## src/design/refcounted_slot_pool_allocator_defines.svh

```systemverilog
// Assertion macros for the slot pool allocator.
// They use the clock and reset of the module that they stand in.
`ifndef REFCOUNTED_SLOT_POOL_ALLOCATOR_DEFINES_SVH
`define REFCOUNTED_SLOT_POOL_ALLOCATOR_DEFINES_SVH

// expression holds at every edge out of reset
`define RSPA_ASSERT_ALWAYS(label, expr) \
   label: assert property (@(posedge clock) disable iff (reset) (expr)) \
      else $error("rspa: invariant violated");

// consequence holds in any cycle where the condition holds
`define RSPA_ASSERT_IMPLY(label, cond, cons) \
   label: assert property (@(posedge clock) disable iff (reset) (cond) |-> (cons)) \
      else $error("rspa: implication violated");

`endif

```

## src/design/rspa_ram.sv

```systemverilog
`timescale 1ns / 1ps
`default_nettype none

module rspa_ram #(
   parameter int WIDTH = 8,
   parameter int DEPTH = 16
) (
   input  wire logic                                   clock,
   input  wire logic                                   wr_en,
   input  wire logic [(DEPTH > 1 ? $clog2(DEPTH) : 1)-1:0] wr_addr,
   input  wire logic [WIDTH-1:0]                       wr_data,
   input  wire logic [(DEPTH > 1 ? $clog2(DEPTH) : 1)-1:0] rd_addr,
   output logic      [WIDTH-1:0]                       rd_data
);

   logic [WIDTH-1:0] mem_ff [DEPTH];
   logic [WIDTH-1:0] rd_data_ff;

   always_ff @(posedge clock) begin
      if (wr_en) begin
         mem_ff[wr_addr] <= wr_data;
      end
      rd_data_ff <= mem_ff[rd_addr];
   end

   assign rd_data = rd_data_ff;

endmodule

`default_nettype wire

```

## config.mk

```make
export PLATFORM = sky130hd
export DESIGN_NAME = rspa_ram
export DESIGN_NICKNAME = d
export VERILOG_FILES = /design/src/design/refcounted_slot_pool_allocator_defines.svh /design/src/design/rspa_ram.sv
export SDC_FILE = /design/constraint.sdc
export NUM_CORES = 1
export LEC_CHECK = 0
export BUFFER_PORTS_ARGS = -buffer_cell sky130_fd_sc_hd__buf_2
export CORE_ASPECT_RATIO = 1.1
export CORE_MARGIN = 10
export CORE_UTILIZATION = 35
export CTS_BUF_LIST = sky130_fd_sc_hd__clkbuf_4
export CTS_CLUSTER_SIZE = 12
export DETAILED_ROUTE_END_ITERATION = 6
export SKIP_CTS_REPAIR_TIMING = 1
export SLEW_MARGIN = 20
export SYNTH_ARGS = -nofsm -noshare
export SYNTH_HDL_FRONTEND = slang
export SYNTH_SLANG_ARGS = --single-unit
```

## constraint.sdc

```tcl
create_clock -name clock -period 3.13 [get_ports clock]
set_clock_uncertainty 0.2 [all_clocks]
set_input_delay 0.1565 -clock clock [delete_from_list [all_inputs] [get_ports clock]]
set_output_delay 0.1565 -clock clock [all_outputs]
set_load 0.01 [all_outputs]
```

# Yosys cells after proc, flatten, opt, wreduce, memory -nomap -nowiden
# Memories as Yosys holds them, arrays and structs flattened. A register that Yosys moved wholly into a read port is not among the register bits.
# Cells that the tools add are included.
# word_totals
mem_count	1
out_inout_bits	8
reg_bits	0
in_bits	18
wordCells	3
ram_bits	128
# classes
muxes	2
# memory_table
memory	depth	width	read_ports	rd_clocked_by_memory_dff	wr	line	source
mem_ff	16	8	1	1	1	rspa_ram.sv:16	logic [WIDTH-1:0] mem_ff [DEPTH];
# op_table
cell	n
2-to-1 mux 1 bit	2

# Longest topological paths before layout
# depth
word_depth	2
mapped_depth	5
mapped_depth_nobuf	3

# Worst setup path after synthesis
# OpenSTA, ideal clock, no wires.
# synth_timing
path_type	input to register
from	input wr_addr[2] (netlist bit)
to	memory mem_ff[0][0], enable pin
n_path_buf	0
required_time_ps	2547
arrival_ps	1266
setup_slack_ps	1281
setup_time_ps	383
stages	2
path_cell_list	or3b_2 > nor3_1
# synth_rtl
element	line	source
from (decl)	rspa_ram.sv:10	input wire logic [(DEPTH > 1 ? $clog2(DEPTH) : 1)-1:0] wr_addr,
to (decl)	rspa_ram.sv:16	
# Straight into the memory's write port.

# Final worst setup path
# layout_timing
from	input wr_addr[0] (netlist bit)
to	memory mem_ff[6][4], enable pin
# Straight into the memory's write port.

==> flow_summary_export.csv <==
group,metric,value,unit
floorplan,floorplan.die_area,20000,sq um
clock_network,clk_path_buf_depth,2,
critical_path,critical_path.endpoint_type,"flip-flop",
critical_path,critical_path_peak_fanout,8,
finish,area.sequential,4000,sq um
timing,maxSlewViolCount,0,
floorplan,core_outline_area,14400,sq um
route,routed_wirelength,10100,um
floorplan,die-height,147,um
finish,fillers,1265,
route,detail-route-antenna-nets,0,
logic_synthesis,muxShareOfSynthArea,15.0,%
timing,hold_viol,0,
logic_synthesis,synth.cell_area,5150,sq um
placed_design,finalWeightedCongestion,0.721,
logic_synthesis,synth_compound_area_share,2.33,%
route,drc,0,
critical_path,path_class,"input port to flip-flop",
clock_network,cts_buffers,17,
critical_path,startpoint_class_of_the_critical_path,"input port",
logic_synthesis,cell_taking_the_most_area_after_synthesis,"sky130_fd_sc_hd__edfxtp_1",
logic_synthesis,mappedNetlistNets,247,
timing,fin_tns_setup,0,ps
timing,period_share,57.8,%
finish,antenna_cells_inserted,0,
critical_path,worst_ep_required_time,3090,ps
global_routing,grt_pass1_wl,15600,um
critical_path,critical-path-slowest-cell,"sky130_fd_sc_hd__nor2_1",
timing,unrepaired_setup_endpoints_after_global_routing,"no",
floorplan,row_count,46,
logic_synthesis,post_synth.cell_area_avg,22.5,sq um
finish,multiInputGateArea,1060,sq um
logic_synthesis,count_of_distinct_cell_types_in_the_synthesized_netlist,19,
logic_synthesis,total_of_flip_flops_plus_latches_after_synthesis,136,
logic_synthesis,synth_simple_gate_area_share,3.18,%
route,detailedRoute.firstPassIterationCount,4,
route,detailedRoute.firstIterationViolations,130,
floorplan,die_width,136,um
logic_synthesis,largest_family_of_logic_cells_by_synthesized_area,"multiplexers",
pwr,power.total,3.47,mW
placed_design,io_buffer_count,25,
finish,layout-drive-gt1-share,27.5,%
clock_network,cts_tree,"built",
critical_path,cp_num_buf_inv,2,
route,vias,2405,
global_routing,gr-total-overflow,0,
logic_synthesis,synth_area_leaders,"sky130_fd_sc_hd__edfxtp_1 (75%), sky130_fd_sc_hd__mux4_2 (7.9%), sky130_fd_sc_hd__mux4_1 (7.1%)",
clock_network,clk_pin_slew_worst_paths,110,ps
clock_network,clock_root_buffer,"sky130_fd_sc_hd__clkbuf_4",
logic_synthesis,synth-adder-area-share,0,%
logic_synthesis,synthCells,229,
worst_hold_path,hp-class,"input port to flip-flop",
clock_network,worst_skew_pair.late_latency,530,ps
floorplan,io-pin-count,26,
placed_design,place_worst_setup_slack,992,ps
timing,worst_slack,1320,ps
logic_synthesis,share_of_synthesized_area_occupied_by_flip_flops_and_latches,77.8,%
clock_network,count_of_clock_tree_sinks,136,
critical_path,critical_path_cell_by_cell,"dlygate4sd3_1, buf_2, nand2b_1, nor2_1",
pwr,p_leak,1.95,nW
timing,period_needed,1810,ps
timing,slew_headroom,37.9,%
pwr,vdd_drop_max,0.423,mV
flow_run,max_cap_violations,0,
critical_path,path_delay_family,"simple AND/OR/NAND/NOR gates",
critical_path,cp_slowest_stage_delay,710,ps
finish,final_net_count,300,
timing,timing.fmax,0.553,GHz
clock_network,cts.htree.levels,4,
logic_synthesis,synth_top_area_share,74.7,%
logic_synthesis,yosys_synthesis_warning_count,0,
critical_path,cp_data_arrival_time,1770,ps
global_routing,grt_start_max_net_pins,33,
status,run_status,"finished clean",
global_routing,antenna_violations_before_repair,0,
route,routed_via_density,4.94,
pwr,power.density,585,nW/um^2
placed_design,hpwlAfterDp,6370,um
logic_synthesis,synth_xor_area_share,0,%
finish,synthToLayoutAreaGrowth,15.1,%
route,wire_per_inst,20.7,um
timing,tightestPinTransition,927,ps
floorplan,floorplan.initialDensity,35.6,%
global_routing,vias_in_the_first_global_route,2572,
timing,finalSetupViolCount,0,
global_routing,grt_usage,10.7,%
[synth_stat cells]
cell type,instances
sky130_fd_sc_hd__a22oi_1,16
sky130_fd_sc_hd__and2_1,1
sky130_fd_sc_hd__and2b_1,1
sky130_fd_sc_hd__buf_2,3
sky130_fd_sc_hd__buf_4,1
sky130_fd_sc_hd__buf_6,3
sky130_fd_sc_hd__clkdlybuf4s25_2,3
sky130_fd_sc_hd__dfxtp_1,8
sky130_fd_sc_hd__edfxtp_1,128
sky130_fd_sc_hd__mux4_1,14
sky130_fd_sc_hd__mux4_2,18
sky130_fd_sc_hd__nand2_1,9
sky130_fd_sc_hd__nand2b_1,2
sky130_fd_sc_hd__nand3_1,1
sky130_fd_sc_hd__nand3b_1,2
sky130_fd_sc_hd__nor2_1,13
sky130_fd_sc_hd__nor2b_1,1
sky130_fd_sc_hd__nor3_1,4
sky130_fd_sc_hd__or3b_2,1
[cells by family after synthesis]
kind of cell,count (synthesis)
muxes,32
buffers and inverters,10
DFF,136
AOI/OAI and AO/OA,16
and+or+nand+nor,35
[stage by stage]
stage	instances	utilization, %	instance area, sq um	hold WS, ps
finish	487	41.0	5920	28.4
global route	487	41.0	5920	14.3
CTS	475	40.2	5800	-247
detailed placement	443	38.0	5490	361
global placement	443	38.0	5490	352
floorplan	229	-	5150	55.4
[where the power goes]
| part | internal [mW] | total [mW] | switching, mW |
|---|---|---|---|
| sequential | 2.03 | 2.05 | 0.0133 |
| combinational | 0.0857 | 0.196 | 0.110 |
| clock | 0.621 | 1.23 | 0.605 |
[registers in the layout, indices dropped and copies added (netlist names)]
register / count
mem_ff: 128
rd_data: 8
[worst register-to-register path, delay by kind of cell (launching register included)]
| kind | cells | cell delay (ps) |
|---|---|---|
| AOI/OAI and AO/OA | 1 | 290 |
| DFF | 1 | 380 |
| muxes | 1 | 490 |
| and+or+nand+nor | 1 | 90 |
[layer usage]
metal	up-vias	track usage [%]	wire, um
met5	-	0	0
li1	1080	-	-
met4	0	4.20	133
met3	12	3.92	498
met1	1249	13.9	4620
met2	64	15.8	4810
[cell type report]
| class | instances | share of cell area (%) |
|---|---|---|
| flip-flops and latches | 136 | 67.6 |
| clock inverters | 15 | 3.11 |
| well taps | 192 | 4.06 |
| clock buffers | 17 | 2.15 |
| repair buffers | 44 | 5.24 |
| multi-input cells | 83 | 17.8 |
[final timing paths]
check | start | slack [ps] | to | cells past startpoint
worst min-delay path | rd_addr[3] | 30 | rd_data[3] | 4
worst max-delay path | wr_addr[0] | 1320 | mem_ff[6][4] | 4
worst min register to register | mem_ff[12][5] | 490 | rd_data[5] | 3
worst max register to register | mem_ff[2][1] | 1590 | rd_data[1] | 3
[layout by cell type (no fill, tap or decap), drive strengths merged]
cell         instances
or3b                 1
a22oi               16
nor2b                1
buf                 32
nand3b               2
nor2                13
nand2                9
dfxtp                8
nor3                 4
clkinv               8
mux4                32
edfxtp             128
nand3                1
nand2b               2
clkbuf              17
bufinv               4
dlygate4sd3         12
and2                 1
and2b                1
clkinvlp             3
Power figures use the tool's default switching activity.
