===== src/design/refcounted_slot_pool_allocator_defines.svh =====
// Assertion macros for the slot pool allocator.
// They use the clock and reset of the module that they stand in.
`ifndef REFCOUNTED_SLOT_POOL_ALLOCATOR_DEFINES_SVH
`define REFCOUNTED_SLOT_POOL_ALLOCATOR_DEFINES_SVH

// expression holds at every edge out of reset
`define RSPA_ASSERT_ALWAYS(label, expr) \
   label: assert property (@(posedge clock) disable iff (reset) (expr)) \
      else $error("rspa: invariant violated");

// consequence holds in any cycle where the condition holds
`define RSPA_ASSERT_IMPLY(label, cond, cons) \
   label: assert property (@(posedge clock) disable iff (reset) (cond) |-> (cons)) \
      else $error("rspa: implication violated");

`endif


===== src/design/rspa_pkg.sv =====
`timescale 1ns / 1ps
`default_nettype none

package rspa_pkg;

   // width of the first-free search window
   localparam int SCAN_BITS     = 16;
   localparam int SCAN_POS_BITS = $clog2(SCAN_BITS);

   localparam logic OP_ALLOC   = 1'b0;
   localparam logic OP_RELEASE = 1'b1;

   localparam logic [1:0] STATUS_OK      = 2'd0;
   localparam logic [1:0] STATUS_FULL    = 2'd1;
   localparam logic [1:0] STATUS_RANGE   = 2'd2;
   localparam logic [1:0] STATUS_UNALLOC = 2'd3;

   localparam logic [1:0] SLOT_EMPTY = 2'd0;
   localparam logic [1:0] SLOT_READY = 2'd1;
   localparam logic [1:0] SLOT_BUSY  = 2'd2;

   typedef struct packed {
      logic       opcode;
      logic [8:0] slot_index;
   } req_type;

   typedef struct packed {
      logic [1:0] status;
      logic [8:0] granted_slot;
      logic [1:0] slot_state_after;
      logic [7:0] refcount_after;
      logic [3:0] groups_open;
   } rsp_type;

   typedef struct packed {
      logic                     found;
      logic [SCAN_POS_BITS-1:0] pos;
   } find_type;

endpackage

`default_nettype wire


===== src/design/rspa_find.sv =====
`timescale 1ns / 1ps
`default_nettype none

module rspa_find (
   input  wire logic [rspa_pkg::SCAN_BITS-1:0] chunk_bits,
   output rspa_pkg::find_type                  result
);

   // lowest clear bit wins
   always_comb begin
      result = '0;
      for (int i = rspa_pkg::SCAN_BITS - 1; i >= 0; i--) begin
         if (!chunk_bits[i]) begin
            result.found = 1'b1;
            result.pos   = i[rspa_pkg::SCAN_POS_BITS-1:0];
         end
      end
   end

endmodule

`default_nettype wire

===== config.mk =====
export PLATFORM = sky130hd
export DESIGN_NAME = rspa_find
export DESIGN_NICKNAME = d
export VERILOG_FILES = /design/src/design/refcounted_slot_pool_allocator_defines.svh /design/src/design/rspa_pkg.sv /design/src/design/rspa_find.sv
export SDC_FILE = /design/constraint.sdc
export NUM_CORES = 1
export LEC_CHECK = 0
export BUFFER_PORTS_ARGS = -buffer_cell sky130_fd_sc_hd__buf_2
export CAP_MARGIN = 15
export CELL_PAD_IN_SITES_DETAIL_PLACEMENT = 0
export CELL_PAD_IN_SITES_GLOBAL_PLACEMENT = 1
export CORE_AREA = 2 2 39 41
export DETAILED_ROUTE_END_ITERATION = 8
export DIE_AREA = 0 0 41 43
export PLACE_DENSITY_LB_ADDON = 0.1
export SKIP_LAST_GASP = 1
export SLEW_MARGIN = 20
export SYNTH_ARGS = -nofsm -noshare
export SYNTH_HDL_FRONTEND = slang
export SYNTH_SLANG_ARGS = --single-unit

===== constraint.sdc =====
create_clock -name vclk -period 2.5
set_clock_uncertainty 0.05 [all_clocks]
set_input_delay 0.25 -clock vclk [all_inputs]
set_output_delay 0.25 -clock vclk [all_outputs]
set_load 0.03 [all_outputs]

[Word level (Yosys, flattened, before mapping)]
Cells that the tools add are included.
Cells by class
  multiplexer cells: 16
Operator list (number)
  2-to-1 mux 5 bit: 16
Storage, ports and cells
  register bits after elaboration: 0
  input port bits: 16
  word-level logic and storage cells: 16

[Longest topological paths before layout]
Gate-level depths: netlist of the first run.
  word-level depth: 16
  depth in mapped cells: 4
  gate-level depth less buffers: 4

[Worst setup path after synthesis of the first run]
Ideal clock, no wire load.
  kind: in2out
  from: in chunk_bits[13] (netlist bit)
  to: out result[3] (netlist bit)
  arrival: 1106 ps
  required time: 2200 ps
  slack: 1094 ps
  cell stages on the path: 3
  path through: nand4_1 > nor3_1 > nor3_1
RTL lines
  start, declared: line rspa_find.sv:5  | input wire logic [rspa_pkg::SCAN_BITS-1:0] chunk_bits,
  end, declared: line rspa_find.sv:6  | output rspa_pkg::find_type result

==> impl_metrics.json, run 1 <==
{
  "synthesis.instances": 31,
  "antenna_found_initial": 0,
  "yosysWarnings": 0,
  "share_of_the_clock_period_used_by_the_worst_path_pct": 60.85,
  "timing_hold_violations_final": 0,
  "synth_cell_type_count": 14,
  "groute.usage.overall_pct": 7.193,
  "io_pins": 21,
  "cts_repair_resize_count": 0,
  "utilization_pct": 20.89,
  "fin_tns_setup_ns": 0,
  "synth_top_cells_by_area": "nand2_1 11%, nand4_1 11%, and4_1 11%",
  "worstHoldPathType": "primary input to output port",
  "die_area_um2": 1763,
  "syn_avg_cell_area_um2": 5.287,
  "grt_pass1_wl_um": 945,
  "max_freq_ghz": 0.6573,
  "drive_above_1_share_pct": 40.38,
  "vertical_extent_of_the_die_um": 43,
  "p_leak_uw": 0.0001458,
  "detailed_route_via_count": 302,
  "n_clock_buffer": 0,
  "vias_in_the_first_global_route": 263,
  "synthDominantAreaCellType": "nand2_1",
  "fin_nets": 70,
  "initial_utilization_pct": 11.84,
  "drtPass1Iterations": 4,
  "numSequentialCells": 0,
  "post-cts-setup-buffer-count": 0,
  "detail_route.drc_violations": 0,
  "maxCapViolCount": 0,
  "grt_setup_unrepaired": "false",
  "critPathArrivalTime_ns": 1.22,
  "die_width_um": 41,
  "layout.cells.most_common_list": "21 x buf_2, 5 x nand2_1",
  "detailed_place_hpwl_um": 605.9,
  "post_synthesis_sequential_area_ratio_pct": 0,
  "setup.worst_path.start_class": "primary input",
  "diodes": 0,
  "outcome": "finished clean",
  "drt-initial-drc-count": 4,
  "layout.filler_cells": 169,
  "io_buffer_count": 21,
  "post-route-min-period_ns": 1.521,
  "rows": 14,
  "gp_congestion": 0.6439,
  "antenna_violating_nets_post_route": 0,
  "synthToLayoutAreaGrowth_pct": 76.34,
  "required_time_of_the_critical_path_ns": 2.20,
  "mappedNetlistNets": 47,
  "cp_max_fo": 3,
  "synth_largest_type_area_fraction_pct": 11.45,
  "final-max-slew-violation-count": 0,
  "placeableCoreArea_um2": 1384,
  "p_per_area_nw_per_um2": 139.7,
  "number_of_buffers_inserted_by_hold_repair_at_cts": 0,
  "worstSetupPathType": "primary input to output port",
  "worstMarginPinSlew_ns": 0.2315,
  "wire_per_inst_um": 9.662,
  "grt_max_degree": 6,
  "vdd_drop_max_v": 0.00004423,
  "setup_viol": 0,
  "relSlewSlack_pct": 84.45,
  "vias_per_cell": 4.441,
  "globalRoute.totalOverflow": 0,
  "layout_commonest_cell": "buf_2",
  "total_routed_length_um": 657,
  "seq_area_um2": 0,
  "netlist_area_um2": 163.9,
  "timing.critical_path.to_type": "output port"
}
-- per-layer routing --
layer  routed length [µm]  global-route usage (%)
met2                  317                   13.44
met3                   43                       0
met4                    0                       0
met1                  297                   9.177
met5                    0                       0
-- power by group --
group | total [µW] | switching, µW | internal (µW)
sequential | 0 | 0 | 0
combinational | 40.4 | 23.3 | 17.1
clock | 0 | 0 | 0
-- synth_stat cells, drive strengths merged --
| cell type | count |
|---|---|
| a21oi | 2 |
| a22o | 1 |
| a311o | 1 |
| a31oi | 1 |
| and4 | 2 |
| inv | 3 |
| nand2 | 5 |
| nand3 | 3 |
| nand4 | 3 |
| nor2 | 3 |
| nor2b | 1 |
| nor3 | 2 |
| o21ai | 4 |
-- layout make-up --
class	count	area (µm²)	area share [%]
multi-input combinational	28	152.6	52.81
inverter	3	11.26	3.896
tap	16	20.02	6.926
timing repair buffer	21	105.1	36.36
-- kinds of logic after synthesis --
group                  synth area share, %
AO/OA/AOI/OAI                        33.59
AND/OR/NAND/NOR                      59.55
buffers and inverters                6.870
-- final timing paths --
kind | from | endpoint | cells past startpoint
max | chunk_bits[14] | result[0] | 6
min | chunk_bits[1] | result[1] | 3
-- worst max-delay path, cell delays in order --
cell and delay, ns:
buf_2 0.11, inv_1 0.05, o21ai_1 0.06, a311o_1 0.37, a22o_1 0.21, buf_2 0.17
-- stage by stage --
stage / hold WS [ns] / setup slack, ns / cells / total power, µW / instance area, µm²
after floorplan: 0.6747 / 1.094 / 31 / 17.08 / 163.9
after global placement: 0.8712 / 0.9806 / 68 / 41.36 / 289.0
after detailed placement: 0.8616 / 0.9805 / 68 / 40.67 / 289.0
after CTS: 0.8659 / 0.9733 / 68 / 40.91 / 289.0
after global routing: 0.8769 / 0.9342 / 68 / 44.36 / 289.0
final: 0.8645 / 0.9787 / 68 / 40.38 / 289.0
No activity file was read; power rests on OpenSTA's default activity.
==> inputs of run 2 (changes only) <==
Settings changed: ABC_AREA set to 1.
Clock period 2.5 ns to 1.4 ns, I/O delays scaled along.
==> impl_metrics.json, run 2 <==
{
  "layout_setup_ws_ns": 0.04203,
  "layout.cells.most_common_list": "20 x buf_2, 18 x nand2_1, 5 x nand3_1, 5 x nor2_1, 4 x inv_1",
  "setup.worst_path.start_class": "primary input",
  "max_freq_ghz": 0.7364,
  "p_leak_uw": 0.0001853,
  "p_per_area_nw_per_um2": 254.5,
  "die_width_um": 41,
  "routed_wire_length_on_met3_um": 47,
  "mappedNetlistNets": 54,
  "vdd_drop_max_v": 0.00005439,
  "share_of_the_clock_period_used_by_the_worst_path_pct": 97.00,
  "route.top_layer_used": "met3",
  "worstSetupPathType": "primary input to output port",
  "final-max-slew-violation-count": 0,
  "detail_route.drc_violations": 0,
  "grt_max_degree": 4,
  "vias_in_the_first_global_route": 238,
  "post_synthesis_sequential_area_ratio_pct": 0,
  "setup_viol": 0,
  "antenna_violating_nets_post_route": 0,
  "layout_commonest_cell": "buf_2",
  "die_area_um2": 1763,
  "diodes": 0,
  "synthToLayoutAreaGrowth_pct": 84.09,
  "fin_nets": 78,
  "grt_pass1_wl_um": 869,
  "place_ws_ns": -0.02037,
  "timing.critical_path.to_type": "output port",
  "utilization_pct": 21.97,
  "critPathArrivalTime_ns": 1.17,
  "grt_setup_unrepaired": "true",
  "syn_avg_cell_area_um2": 4.346,
  "io_buffer_count": 21,
  "globalRoute.totalOverflow": 0,
  "placeableCoreArea_um2": 1384,
  "worstMarginPinSlew_ns": 0.1562,
  "cp_max_fo": 2,
  "drt-initial-drc-count": 3,
  "synthesis.instances": 38,
  "drtPass1Iterations": 4,
  "drive_above_1_share_pct": 38.33,
  "total_power_uw": 77.37,
  "min_from": "chunk_bits[1]",
  "worst_setup_path_startpoint": "chunk_bits[15]",
  "fin_tns_setup_ns": 0,
  "vias_per_cell": 4.000,
  "critical_path_endpoint": "result[0]",
  "numSequentialCells": 0,
  "place_area_um2": 297.8,
  "n_clock_buffer": 0,
  "vertical_extent_of_the_die_um": 43,
  "required_time_of_the_critical_path_ns": 1.21,
  "synth_top_cells_by_area": "nand2_1 41%, nand3_1 15%, nand4_1 11%",
  "yosysWarnings": 0,
  "wl_met2_um": 259,
  "seq_area_um2": 0,
  "synth_largest_type_area_fraction_pct": 40.91,
  "total_routed_length_um": 556,
  "io_pins": 21,
  "worstHoldPathType": "primary input to output port",
  "number_of_buffers_inserted_by_hold_repair_at_cts": 0,
  "relSlewSlack_pct": 89.66,
  "fin_area_um2": 304.0,
  "gp_congestion": 0.6783,
  "post-route-min-period_ns": 1.358,
  "outcome": "finished clean",
  "synth_cell_type_count": 8,
  "wire_per_inst_um": 7.316,
  "antenna_found_initial": 0,
  "groute.usage.overall_pct": 6.494,
  "netlist_area_um2": 165.2,
  "detailed_route_via_count": 304,
  "initial_utilization_pct": 11.93,
  "maxCapViolCount": 0,
  "timing_hold_violations_final": 0,
  "yosys-top-cells-count": "18 x nand2_1, 5 x nand3_1, 5 x nor2_1",
  "wirelength_met1_um": 249,
  "most_common_cell_in_the_netlist": "nand2_1",
  "synthDominantAreaCellType": "nand2_1",
  "rows": 14
}
==> run 2: cell types whose count changed in the layout (fill, tap and decap cells not counted), moves of 2 or more <==
cell,change
nand3_1,+2
o21ai_0,-3
nor2_1,+2
a21oi_1,-2
and4_1,-2
nand2_1,+13
==> run 2: what timing repair did <==
item | 4_1_cts | 5_1_grt
endpoints found under the setup margin | 1 | 1
resized for setup | 1 | 1
setup buffers | 0 | 0
==> run 2: kinds of logic (layout without fill, tap and decap cells) <==
family          Yosys count  after routing  synth area share [%]
simple gates             32             32                 81.81
buf+inv                   4             26                 9.088
compound gates            2              2                 9.094
==> run 2: critical path, stage by stage <==
cell and delay [ns]:
buf_2 0.10, inv_1 0.04, nand2_1 0.04, nand2_1 0.05, nand2_1 0.05, nand2_1 0.05
nand2_1 0.04, nand2_1 0.05, nand2_1 0.05, nand2_1 0.05, nand2_1 0.05, nand2_1 0.05
nand2_1 0.05, nand2_1 0.05, nand2_1 0.05, a21oi_2 0.12, buf_6 0.14
==> run 2: worst min-delay path by stage <==
stage | to | cells after the start
CTS | result[0] | 3
floorplan | result[0] | 1
detailed placement | result[0] | 3
global route | result[0] | 3
finish | result[0] | 3
global placement | result[0] | 3
==> run 2: metal layers <==
layer | vias up | GRT usage [%]
li1 | 169 | -
met1 | 126 | 9.177
met2 | 9 | 11.25
met3 | 0 | 0
met4 | 0 | 0
met5 | - | 0
==> run 2: through the flow <==
step	hold WS (ns)	std cells
2_1_floorplan	0.3310	38
3_3_place_gp	0.5555	76
3_5_place_dp	0.5540	76
4_1_cts	0.5459	76
5_1_grt	0.5320	76
6_report	0.5206	76
==> run 2: area by class of cell <==
class	count	area, µm²
Timing Repair Buffer	22	118.9
Fill cell	158	1080
Inverter	4	15.01
Multi-Input combinational cell	34	150.1
Tap cell	16	20.02
==> run 2: power by group <==
part	switching (µW)	leakage, µW	total, µW	internal, µW
combinational	41.9	0.000185	77.4	35.4
clock	0	0	0	0
sequential	0	0	0	0
==> inputs of run 3 (changes only) <==
Settings changed: ABC_AREA 1 to unset.
==> impl_metrics.json, run 3 (synthesis results as in run 1) <==
{
  "outcome": "finished clean",
  "io_buffer_count": 21,
  "share_of_the_clock_period_used_by_the_worst_path_pct": 90.39,
  "worstHoldPathCells": 3,
  "layout_commonest_cell": "buf_2",
  "drt-initial-drc-count": 2,
  "grt_setup_unrepaired": "false",
  "antenna_violating_nets_post_route": 0,
  "grt_max_degree": 6,
  "p_per_area_nw_per_um2": 246.9,
  "min_from": "chunk_bits[1]",
  "numSequentialCells": 0,
  "antenna_found_initial": 0,
  "layout.cells.most_common_list": "21 x buf_2, 5 x nand2_1",
  "fin_tns_setup_ns": 0,
  "detail_route.drc_violations": 0,
  "gp_congestion": 0.6288,
  "initial_utilization_pct": 11.84,
  "final-max-slew-violation-count": 0,
  "drtPass1Iterations": 4,
  "post-route-min-period_ns": 1.265,
  "placeableCoreArea_um2": 1384,
  "timing_hold_violations_final": 0,
  "n_clock_buffer": 0,
  "vias_in_the_first_global_route": 297,
  "io_pins": 21,
  "required_time_of_the_critical_path_ns": 1.21,
  "cts_repair_resize_count": 0,
  "groute.usage.overall_pct": 8.492,
  "number_of_buffers_inserted_by_hold_repair_at_cts": 0,
  "relSlewSlack_pct": 84.30,
  "drive_above_1_share_pct": 40.38,
  "worstSetupPathType": "primary input to output port",
  "seq_area_um2": 0,
  "globalRoute.totalOverflow": 0,
  "synthToLayoutAreaGrowth_pct": 76.34,
  "max_freq_ghz": 0.7903,
  "setup.worst_path.start_class": "primary input",
  "post-cts-setup-buffer-count": 0,
  "total_routed_length_um": 680,
  "diodes": 0,
  "vdd_drop_max_v": 0.00008513,
  "critPathArrivalTime_ns": 1.08,
  "worst_hold_slack_ns": 0.6402,
  "min_delay_worst_endpoint": "result[1]",
  "die_width_um": 41,
  "grt_pass1_wl_um": 1124,
  "worstMarginPinSlew_ns": 0.2336,
  "worstHoldPathType": "primary input to output port",
  "rows": 14,
  "wire_per_inst_um": 10.00,
  "detailed_route_via_count": 308,
  "timing.critical_path.to_type": "output port",
  "p_leak_uw": 0.0001458,
  "detailed_place_hpwl_um": 628.8,
  "setup_viol": 0,
  "die_area_um2": 1763,
  "vertical_extent_of_the_die_um": 43,
  "fin_nets": 70,
  "cp_max_fo": 3,
  "maxCapViolCount": 0,
  "vias_per_cell": 4.529
}
==> run 3: per-stage QoR <==
step	worst slack [ns]	util [%]	power, µW	cell area [µm²]	std cells
final	0.1346	20.89	71.37	289.0	68
after global routing	0.06638	20.89	81.33	289.0	68
after detailed placement	0.1315	20.89	72.78	289.0	68
after CTS	0.1267	20.89	73.10	289.0	68
after global placement	0.1213	20.89	73.72	289.0	68
after floorplan	0.2135	-	30.51	163.9	31
==> run 3: cell type report <==
type / instances / area (µm²)
Multi-Input combinational cell: 28 / 152.6
Timing Repair Buffer: 21 / 105.1
Inverter: 3 / 11.26
Tap cell: 16 / 20.02
Fill cell: 177 / 1095
==> run 3: layer usage <==
layer	track usage, %	wire [µm]	up-vias
li1	-	-	162
met1	11.08	283	134
met2	15.63	343	12
met3	0	53	0
met4	0	0	0
met5	0	0	-
==> run 3: how the worst max path moves through the flow <==
stage / from / to / slack, ns / cells after the start
finish: chunk_bits[14] / result[0] / 0.13 / 6
global route: chunk_bits[14] / result[0] / 0.07 / 6
CTS: chunk_bits[14] / result[0] / 0.13 / 6
detailed placement: chunk_bits[14] / result[0] / 0.13 / 6
global placement: chunk_bits[14] / result[0] / 0.12 / 6
floorplan: chunk_bits[13] / result[3] / 0.21 / 3
==> run 3: critical path: stages <==
cell	delay [ns]
buf_2	0.11
inv_1	0.05
o21ai_1	0.05
a311o_1	0.35
a22o_1	0.20
buf_2	0.17
==> run 3: power breakdown <==
part | internal (µW) | switching, µW
clock | 0 | 0
sequential | 0 | 0
combinational | 30.5 | 40.8
